**config.mk**
```make
export PLATFORM = sky130hd
export DESIGN_NAME = stream_string_replace
export DESIGN_NICKNAME = d
export VERILOG_FILES = /design/src/rtl/ssr_pkg.sv /design/src/rtl/ssr_cfg.sv /design/src/rtl/ssr_core.sv /design/src/rtl/ssr_emit.sv /design/src/rtl/stream_string_replace.sv
export VERILOG_INCLUDE_DIRS = /design/src /design/src/rtl
export SDC_FILE = /design/constraint.sdc
export NUM_CORES = 1
export LEC_CHECK = 0
export ABC_AREA = 0
export BUFFER_PORTS_ARGS = -buffer_cell sky130_fd_sc_hd__buf_2
export CORE_MARGIN = 2
export CORE_UTILIZATION = 45
export DETAILED_ROUTE_END_ITERATION = 6
export GPL_TIMING_DRIVEN = 0
export PLACE_DENSITY_LB_ADDON = 0.15
export SYNTH_ARGS = -nofsm -noshare
export SYNTH_HDL_FRONTEND = slang
export SYNTH_HIERARCHICAL = 1
export SYNTH_SLANG_ARGS = --single-unit
```
**constraint.sdc**
```tcl
create_clock -name clk -period 10.4 [get_ports clk]
set_input_delay 0.52 -clock clk [delete_from_list [all_inputs] [get_ports clk]]
set_output_delay 0.52 -clock clk [all_outputs]
set_load 0.005 [all_outputs]
```
**src/rtl/stream_string_replace_defines.svh**
```systemverilog
// Assertion macros shared by the stream search-and-replace RTL.
`ifndef STREAM_STRING_REPLACE_DEFINES_SVH
`define STREAM_STRING_REPLACE_DEFINES_SVH

// Property checked at every clock edge, ignored while reset is held.
`define SSR_ASSERT(lbl, prop, msg) \
	lbl: assert property (@(posedge clk) disable iff (!arst_n) (prop)) \
	else $error(msg);

// Condition in one cycle that requires another condition in the next cycle.
`define SSR_ASSERT_NEXT(lbl, ante, cons, msg) \
	lbl: assert property (@(posedge clk) disable iff (!arst_n) (ante) |=> (cons)) \
	else $error(msg);

`endif

```
**src/rtl/ssr_pkg.sv**
```systemverilog
// Shared types and constants of the stream search-and-replace block.
package ssr_pkg;

	// Largest run of output beats one item can cause.
	localparam int RUN_MAX = 16;
	localparam int RUN_CW  = 5;
	localparam int CFG_IDX_W = 3;

	localparam logic [7:0] NEWLINE = 8'd10;

	typedef enum logic [1:0] {
		OP_TEXT = 2'd0,
		OP_EOL  = 2'd1,
		OP_EOI  = 2'd2
	} opcode_t;

	localparam logic [CFG_IDX_W-1:0] REG_PATTERN_LOW      = 3'd0;
	localparam logic [CFG_IDX_W-1:0] REG_PATTERN_HIGH     = 3'd1;
	localparam logic [CFG_IDX_W-1:0] REG_PATTERN_LENGTH   = 3'd2;
	localparam logic [CFG_IDX_W-1:0] REG_REPLACEMENT_LOW  = 3'd3;
	localparam logic [CFG_IDX_W-1:0] REG_REPLACEMENT_HIGH = 3'd4;
	localparam logic [CFG_IDX_W-1:0] REG_REPLACEMENT_LEN  = 3'd5;

	typedef struct packed {
		logic [127:0]      pattern;
		logic [RUN_CW-1:0] pat_len;
		logic [127:0]      replacement;
		logic [RUN_CW-1:0] rep_len;
	} cfg_t;

	// A run of result bytes handed from the matcher to the output stage.
	typedef struct packed {
		logic                  valid;
		logic [8*RUN_MAX-1:0]  bytes;
		logic [RUN_CW-1:0]     len;
	} run_t;

	// Matcher state exposed for checking.
	typedef struct packed {
		logic [RUN_CW-1:0] count;
		logic [RUN_CW-1:0] active;
	} status_t;

endpackage

```
**src/rtl/ssr_cfg.sv**
```systemverilog
// Configuration register file of the stream search-and-replace block.
module ssr_cfg (
	input  logic                           clk,
	input  logic                           arst_n,
	input  logic                           cfg_valid,
	output logic                           cfg_ready,
	input  logic [ssr_pkg::CFG_IDX_W-1:0]  cfg_index,
	input  logic [63:0]                    cfg_data,
	output ssr_pkg::cfg_t                  cfg
);

	ssr_pkg::cfg_t cfg_q;

	assign cfg_ready = 1'b1;
	assign cfg       = cfg_q;

	always_ff @(posedge clk or negedge arst_n) begin
		if (!arst_n) begin
			cfg_q.pattern     <= '0;
			cfg_q.pat_len     <= ssr_pkg::RUN_CW'(1);
			cfg_q.replacement <= '0;
			cfg_q.rep_len     <= '0;
		end else if (cfg_valid) begin
			case (cfg_index)
				ssr_pkg::REG_PATTERN_LOW:      cfg_q.pattern[63:0]       <= cfg_data;
				ssr_pkg::REG_PATTERN_HIGH:     cfg_q.pattern[127:64]     <= cfg_data;
				ssr_pkg::REG_PATTERN_LENGTH:   cfg_q.pat_len             <= cfg_data[4:0];
				ssr_pkg::REG_REPLACEMENT_LOW:  cfg_q.replacement[63:0]   <= cfg_data;
				ssr_pkg::REG_REPLACEMENT_HIGH: cfg_q.replacement[127:64] <= cfg_data;
				ssr_pkg::REG_REPLACEMENT_LEN:  cfg_q.rep_len             <= cfg_data[4:0];
				default: ;
			endcase
		end
	end

endmodule

```
**src/rtl/ssr_core.sv**
```systemverilog
// Input register, match window and per-item decision of the search-and-replace block.
module ssr_core #(
	parameter int PATTERN_MAX = 16
) (
	input  logic              clk,
	input  logic              arst_n,
	input  logic              s_tvalid,
	output logic              s_tready,
	input  logic [7:0]        s_tdata,
	input  logic [1:0]        s_tuser,
	input  ssr_pkg::cfg_t     cfg,
	input  logic              run_free,
	output ssr_pkg::run_t     run_load,
	output ssr_pkg::status_t  status
);

	localparam int CW = $clog2(PATTERN_MAX + 1);
	localparam int RW = ssr_pkg::RUN_CW;

	logic       v_s1;
	logic [1:0] op_s1;
	logic [7:0] byte_s1;

	logic [7:0]    win_q [PATTERN_MAX];
	logic [CW-1:0] count_q;
	logic [CW-1:0] active_q;
	logic          line_open_q;

	logic [7:0]    win_new [PATTERN_MAX];
	logic [7:0]    win_d   [PATTERN_MAX];
	logic [CW-1:0] count_d;
	logic [CW-1:0] active_d;
	logic          open_d;

	logic [CW-1:0] req_len;
	logic [CW-1:0] act_eff;
	logic [CW-1:0] count_inc;
	logic          hit;
	logic          full;
	logic [RW-1:0] rep_sat;

	logic [8*ssr_pkg::RUN_MAX-1:0] win_flat;
	logic [8*ssr_pkg::RUN_MAX-1:0] flush_vec;

	logic                          ld_valid;
	logic [8*ssr_pkg::RUN_MAX-1:0] ld_bytes;
	logic [RW-1:0]                 ld_len;
	logic                          step;

	assign s_tready = !v_s1 || run_free;
	assign step     = v_s1 && run_free;

	always_ff @(posedge clk or negedge arst_n) begin
		if (!arst_n) begin
			v_s1 <= 1'b0;
		end else if (s_tready) begin
			v_s1 <= s_tvalid;
		end
	end

	always_ff @(posedge clk) begin
		if (s_tvalid && s_tready) begin
			op_s1   <= s_tuser;
			byte_s1 <= s_tdata;
		end
	end

	// Pattern length as requested: zero acts as one, long values saturate.
	always_comb begin
		if (cfg.pat_len == '0) begin
			req_len = CW'(1);
		end else if (cfg.pat_len > RW'(PATTERN_MAX)) begin
			req_len = CW'(PATTERN_MAX);
		end else begin
			req_len = cfg.pat_len[CW-1:0];
		end
	end

	assign rep_sat   = (cfg.rep_len > RW'(ssr_pkg::RUN_MAX)) ? RW'(ssr_pkg::RUN_MAX)
	                                                           : cfg.rep_len;
	assign act_eff   = (count_q == '0) ? req_len : active_q;
	assign count_inc = count_q + CW'(1);
	assign full      = count_inc >= act_eff;

	always_comb begin
		hit = 1'b1;
		for (int i = 0; i < PATTERN_MAX; i++) begin
			win_new[i] = (CW'(i) == count_q) ? byte_s1 : win_q[i];
			if (CW'(i) < act_eff && win_new[i] != cfg.pattern[8*i +: 8]) begin
				hit = 1'b0;
			end
		end
	end

	// Held bytes followed by a newline, as sent at the end of a line.
	always_comb begin
		win_flat = '0;
		for (int i = 0; i < PATTERN_MAX; i++) begin
			win_flat[8*i +: 8] = win_q[i];
		end
		flush_vec = '0;
		for (int i = 0; i < ssr_pkg::RUN_MAX; i++) begin
			if (RW'(i) < RW'(count_q)) begin
				flush_vec[8*i +: 8] = win_flat[8*i +: 8];
			end else if (RW'(i) == RW'(count_q)) begin
				flush_vec[8*i +: 8] = ssr_pkg::NEWLINE;
			end
		end
	end

	always_comb begin
		for (int i = 0; i < PATTERN_MAX; i++) begin
			win_d[i] = win_q[i];
		end
		count_d  = count_q;
		active_d = active_q;
		open_d   = line_open_q;
		ld_valid = 1'b0;
		ld_bytes = '0;
		ld_len   = '0;
		case (op_s1)
			ssr_pkg::OP_TEXT: begin
				active_d = act_eff;
				open_d   = 1'b1;
				if (!full) begin
					for (int i = 0; i < PATTERN_MAX; i++) begin
						win_d[i] = win_new[i];
					end
					count_d = count_inc;
				end else if (hit) begin
					count_d  = '0;
					ld_valid = rep_sat != '0;
					ld_bytes = cfg.replacement;
					ld_len   = rep_sat;
				end else begin
					// Oldest byte leaves; the rest move down one place.
					for (int i = 0; i < PATTERN_MAX - 1; i++) begin
						win_d[i] = win_new[i + 1];
					end
					win_d[PATTERN_MAX-1] = win_new[PATTERN_MAX-1];
					ld_valid = 1'b1;
					ld_bytes = {{(8*(ssr_pkg::RUN_MAX-1)){1'b0}}, win_new[0]};
					ld_len   = RW'(1);
				end
			end
			ssr_pkg::OP_EOL: begin
				ld_valid = 1'b1;
				ld_bytes = flush_vec;
				ld_len   = RW'(count_q) + RW'(1);
				count_d  = '0;
				open_d   = 1'b0;
			end
			ssr_pkg::OP_EOI: begin
				ld_valid = line_open_q;
				ld_bytes = flush_vec;
				ld_len   = RW'(count_q) + RW'(1);
				count_d  = '0;
				open_d   = 1'b0;
			end
			default: ;
		endcase
	end

	always_ff @(posedge clk or negedge arst_n) begin
		if (!arst_n) begin
			count_q     <= '0;
			active_q    <= CW'(1);
			line_open_q <= 1'b0;
		end else if (step) begin
			count_q     <= count_d;
			active_q    <= active_d;
			line_open_q <= open_d;
		end
	end

	always_ff @(posedge clk) begin
		if (step) begin
			for (int i = 0; i < PATTERN_MAX; i++) begin
				win_q[i] <= win_d[i];
			end
		end
	end

	assign run_load.valid = step && ld_valid;
	assign run_load.bytes = ld_bytes;
	assign run_load.len   = ld_len;
	assign status.count   = RW'(count_q);
	assign status.active  = RW'(active_q);

endmodule

```
**src/rtl/ssr_emit.sv**
```systemverilog
// Output run register of the search-and-replace block, one byte per beat.
module ssr_emit (
	input  logic          clk,
	input  logic          arst_n,
	input  ssr_pkg::run_t run_load,
	output logic          run_free,
	output logic          m_tvalid,
	input  logic          m_tready,
	output logic [7:0]    m_tdata,
	output logic          m_tlast
);

	logic [8*ssr_pkg::RUN_MAX-1:0] bytes_q;
	logic [ssr_pkg::RUN_CW-1:0]    cnt_q;
	logic                          take;

	assign m_tvalid = cnt_q != '0;
	assign m_tlast  = cnt_q == ssr_pkg::RUN_CW'(1);
	assign m_tdata  = bytes_q[7:0];
	assign take     = m_tvalid && m_tready;
	// A new run may be loaded as the last beat of the current one leaves.
	assign run_free = !m_tvalid || (m_tlast && m_tready);

	always_ff @(posedge clk or negedge arst_n) begin
		if (!arst_n) begin
			cnt_q <= '0;
		end else if (run_load.valid) begin
			cnt_q <= run_load.len;
		end else if (take) begin
			cnt_q <= cnt_q - ssr_pkg::RUN_CW'(1);
		end
	end

	always_ff @(posedge clk) begin
		if (run_load.valid) begin
			bytes_q <= run_load.bytes;
		end else if (take) begin
			bytes_q <= bytes_q >> 8;
		end
	end

endmodule

```
**src/rtl/stream_string_replace.sv**
```systemverilog
// Top level of the streaming search-and-replace block.
//
// This block rewrites a byte stream line by line, replacing every leftmost,
// non-overlapping occurrence of a programmed pattern (1 to PATTERN_MAX bytes)
// with a programmed replacement of 0 to 16 bytes; replaced text is not
// rescanned and a match never spans a line. Each input beat carries a text
// byte, an end-of-line mark or an end-of-input mark; each output beat carries
// one byte, with tlast set on the final byte caused by one input beat. A text
// beat causes no output until the window holds a full pattern length, then
// one byte (mismatch) or the replacement (match); an end-of-line beat
// releases the held bytes plus a newline, and end of input does the same for
// an unterminated line. Every input beat passes one input register and the
// match logic, so a beat is taken every cycle as long as each beat causes at
// most one output byte and the output is not stalled; a beat that causes a run
// of N bytes stalls the input while the output run register shifts them out.
// There is no warm-up after reset. The pattern length in force changes only
// when a text byte arrives with the window empty; all configuration writes
// must be made while the block is idle.
module stream_string_replace #(
	parameter int PATTERN_MAX = 16
) (
	input  logic        clk,
	input  logic        arst_n,
	// Input stream.
	input  logic        s_tvalid,
	output logic        s_tready,
	input  logic [7:0]  s_tdata,   // [7:0] text_byte
	input  logic [1:0]  s_tuser,   // [1:0] opcode
	// Output stream.
	output logic        m_tvalid,
	input  logic        m_tready,
	output logic [7:0]  m_tdata,   // [7:0] out_byte
	output logic        m_tlast,   // last_of_run
	// Configuration write channel.
	input  logic        cfg_valid,
	output logic        cfg_ready,
	input  logic [2:0]  cfg_index,
	input  logic [63:0] cfg_data
);

`include "stream_string_replace_defines.svh"

	ssr_pkg::cfg_t    cfg;
	ssr_pkg::run_t    run_load;
	ssr_pkg::status_t status;
	logic             run_free;

	// Register file: pattern, replacement and their lengths.
	ssr_cfg u_cfg (
		.clk       (clk),
		.arst_n    (arst_n),
		.cfg_valid (cfg_valid),
		.cfg_ready (cfg_ready),
		.cfg_index (cfg_index),
		.cfg_data  (cfg_data),
		.cfg       (cfg)
	);

	// Input register, window and the match decision for each beat.
	ssr_core #(
		.PATTERN_MAX (PATTERN_MAX)
	) u_core (
		.clk      (clk),
		.arst_n   (arst_n),
		.s_tvalid (s_tvalid),
		.s_tready (s_tready),
		.s_tdata  (s_tdata),
		.s_tuser  (s_tuser),
		.cfg      (cfg),
		.run_free (run_free),
		.run_load (run_load),
		.status   (status)
	);

	// Output run register that sends one byte per beat.
	ssr_emit u_emit (
		.clk      (clk),
		.arst_n   (arst_n),
		.run_load (run_load),
		.run_free (run_free),
		.m_tvalid (m_tvalid),
		.m_tready (m_tready),
		.m_tdata  (m_tdata),
		.m_tlast  (m_tlast)
	);

	// The window never holds more bytes than the pattern length in force.
	`SSR_ASSERT(a_window_bound, (status.count <= status.active) && (status.active != '0), "window count exceeds active pattern length")
	// A run is only loaded when the output register is free to take it.
	`SSR_ASSERT(a_load_free, !run_load.valid || run_free, "run loaded while output busy")
	// After a run ends, output continues only if a new run was loaded.
	`SSR_ASSERT_NEXT(a_run_end, m_tvalid && m_tready && m_tlast, !m_tvalid || $past(run_load.valid), "output beat without a loaded run")

endmodule

```
==> results.md <==
* Fillers at 5738
* Worst-case reg-to-reg path depth at 28
* Highest clock rate at 99.35 MHz
* Grt ovf at 0
* Pwr Total at 0.01114 W
* Max incr delay on CP at 0.84 ns
* Setup_tns at 0 ns
* Most frequent cell on the critical path: clkbuf_1
* Worst hold margin at 0.05202 ns
* Mean routed wirelength per cell at 32.53 um
* Skew-Pair Late Insertion Delay at 0.65 ns
* Cells after Synth at 2465
* Crit Path Category: reg2reg
* Die area at 66800 um^2
* Largest net degree at the start of global routing at 109
* Yosys cell types at 88
* Drt pass-1 iters at 6
* Status: complete, but fails checks
* Final hold viol count at 0
* Die Y at 258.5 um
* Crit path max fanout at 66
* CTS H-tree lvls at 2
* CTS tree: yes
* Number of DRC markers in iteration 0 at 3050
* Num CTS Buffers at 61
* Placed cell count at 3421
* Post-synth ARST share at 0.5155
* Clock sink total at 549
* Cell area after synthesis at 29140 um^2
* Min Clock Period, post-route at 10.07 ns
* Vias in the first global route at 21580
* Layout cells sized above 1 at 0.2597
* Hold EP: u_core/op_s1[1]
* RR Startpoint: u_core/count_q[0]
* Yosys reg bits at 549
* R2R Setup Slk at 0.33 ns
* Detailed-route DRC error count at 0
* Post-Route WL at 115100 um
* Max-cap check violation count at 2
* Worst path slowest cell: clkbuf_1
* Most frequent cells in the layout: nor2_1, dfrtp_1, edfxtp_1
* Worst VDD drop at 315.9 uV
* EDFF count, synth at 266
* First-pass GRT wire length at 161100 um
* I/O Buffers at 92
* Die Wd at 258.5 um
* RSZ-0062 raised after global routing: no
* Top_reg_cell synth: dfrtp_1
* Yosys warning count at 6
* All-layer global routing usage at 0.3395
* PwrDens at 337.7 nW/um^2
* Drt via density at 6.393
* Final setup viols at 0
* Initial Utilization at 0.4536
* Period utilization at 0.9679
* Vias at 22610
* Worst EP arrival at 10.35 ns
* Slew Limit Fails at 22
* Worst-path clk slew at 0.06 ns
* GPL Wtd Cong at 0.9504
* Nets at 2726
* Post-route ant nets at 0
* Initial antenna violation count at 2
* Worst-Margin Slew at 1.582 ns
* P_leak at 13.27 nW
* Max-Slew Margin vs Limit at -0.05437
* FF-to-FF End: u_emit/bytes_q[2]
* Crit path launch type: register
* Core area at 64230 um^2
* Hold WC Path Type: in2reg
* CP endpoint kind: register
* Hold Path Origin: s_tuser[1]
* Layout area overhead at 13.22%
* Register area share after synthesis at 0.5173
* Commonest non-fill, non-tap cell in the layout: nor2_1
* Final clock skew at 0.01833 ns
* WHS Path Cells at 1
* Clock root cell: clkbuf_16
* Failing checks: max-capacitance violations, max-slew violations
* Final std cells w/o fill at 3537
* Top Ports at 94
* Syn_nets at 2561
* Critical Path RT at 10.68 ns
* CTS Buffer Depth at 3
* Mean area per synthesized cell at 11.82 um^2
* FP Rows at 93
* Post-DP HPWL at 81180 um
* Fin util at 0.5136
## synth_stat cells, drive strengths merged (25+ instances only)
cell / number / area [um^2]
a22o: 87 / 762.0
nand3: 25 / 125.1
a21oi: 72 / 364.1
inv: 81 / 304.0
dfrtp: 281 / 7032
xor2: 64 / 560.5
nand2: 156 / 585.6
o21ai: 90 / 450.4
clkbuf: 68 / 255.2
edfxtp: 266 / 7988
buf: 77 / 618.1
o22ai: 125 / 782.0
nor2: 286 / 1074
xnor2: 55 / 481.7
mux2: 391 / 4891
mux2i: 42 / 420.4
## flip-flops by register name, summed over array words and instances (netlist names)
signal / cells
u_cfg/cfg: 266
u_core/win_q: 128
u_emit/bytes_q: 128
u_core/byte_s1: 8
u_core/active_q: 5
u_core/count_q: 5
u_emit/cnt_q: 5
u_core/op_s1: 2
u_core/line_open_q: 1
u_core/v_s1: 1
## area by class of cell
class / count / area [um^2] / share of cell area
clock inverters: 19 / 150.1 / 0.004551
well taps: 855 / 1070 / 0.03243
multi-input cells: 1688 / 12910 / 0.3914
repair buffers: 102 / 678.2 / 0.02056
flip-flops and latches: 549 / 15070 / 0.4569
diodes: 2 / 5.005 / 0.0001517
plain buffers: 145 / 879.6 / 0.02666
clock buffers: 94 / 1909 / 0.05788
inverters: 83 / 311.5 / 0.009444
## cells by family (layout without fill, tap and decap cells)
kind of cell,after synthesis,count (layout),share of synthesized area
xor+xnor,119,119,0.03577
flops,549,549,0.5173
simple gates,627,627,0.09997
mux,433,433,0.1823
buf+inv,228,443,0.04067
other cells,1,3,0.0001287
fa+ha+maj,14,14,0.006012
compound gates,494,494,0.1178
## how the worst max path moves through the flow
stage / from / to / slack, ns / cells after the start
6_report: u_core/count_q[0] / u_emit/bytes_q[2] / 0.33 / 28
5_1_grt: u_core/count_q[0] / u_emit/bytes_q[2] / 0.14 / 28
4_1_cts: u_core/count_q[0] / u_emit/bytes_q[24] / 0.15 / 28
3_5_place_dp: u_core/count_q[0] / u_emit/bytes_q[31] / 0.19 / 28
3_3_place_gp: u_core/count_q[0] / u_core/win_q[0][20] / -5.94 / 21
2_1_floorplan: u_core/count_q[0] / u_core/win_q[0][0] / 0.16 / 21
## critical path, delay by kind of cell (launching register included)
kind | cells | cell delay (ns)
buffers and inverters | 15 | 6.30
AOI/OAI and AO/OA | 7 | 1.45
and+or+nand+nor | 4 | 0.88
adders and majority gates | 2 | 0.48
DFF | 1 | 0.42
## metal layers
metal	global-route usage	vias up	part of all wire
met5	0	-	0.00011
met4	0.1773	2	0.059
met3	0.06592	308	0.098
met2	0.5197	1393	0.44
met1	0.4590	11440	0.40
li1	-	9466	-
## power breakdown
part           switching (W)  internal, W  total, W
logic                0.00341      0.00173   0.00514
clock network       0.000929      0.00130   0.00223
registers           0.000525      0.00324   0.00377
total                0.00487      0.00627    0.0111
## what timing repair did
item / 4_1_cts / 5_1_grt
hold buffers: 1 / 0
endpoints found under the hold margin: 75 / 0
endpoints found under the setup margin: 0 / 66
setup buffers: 0 / 0
gates resized for setup: 0 / 3
## stage by stage
stage	cell area (um^2)	worst slack, ns
after detailed placement	30900	0.1935
after CTS	32970	0.1471
after global placement	30670	-5.942
after floorplan	29140	0.1595
final	32990	0.3343
after global routing	32980	0.1417
(Power assumes the default switching activity.)
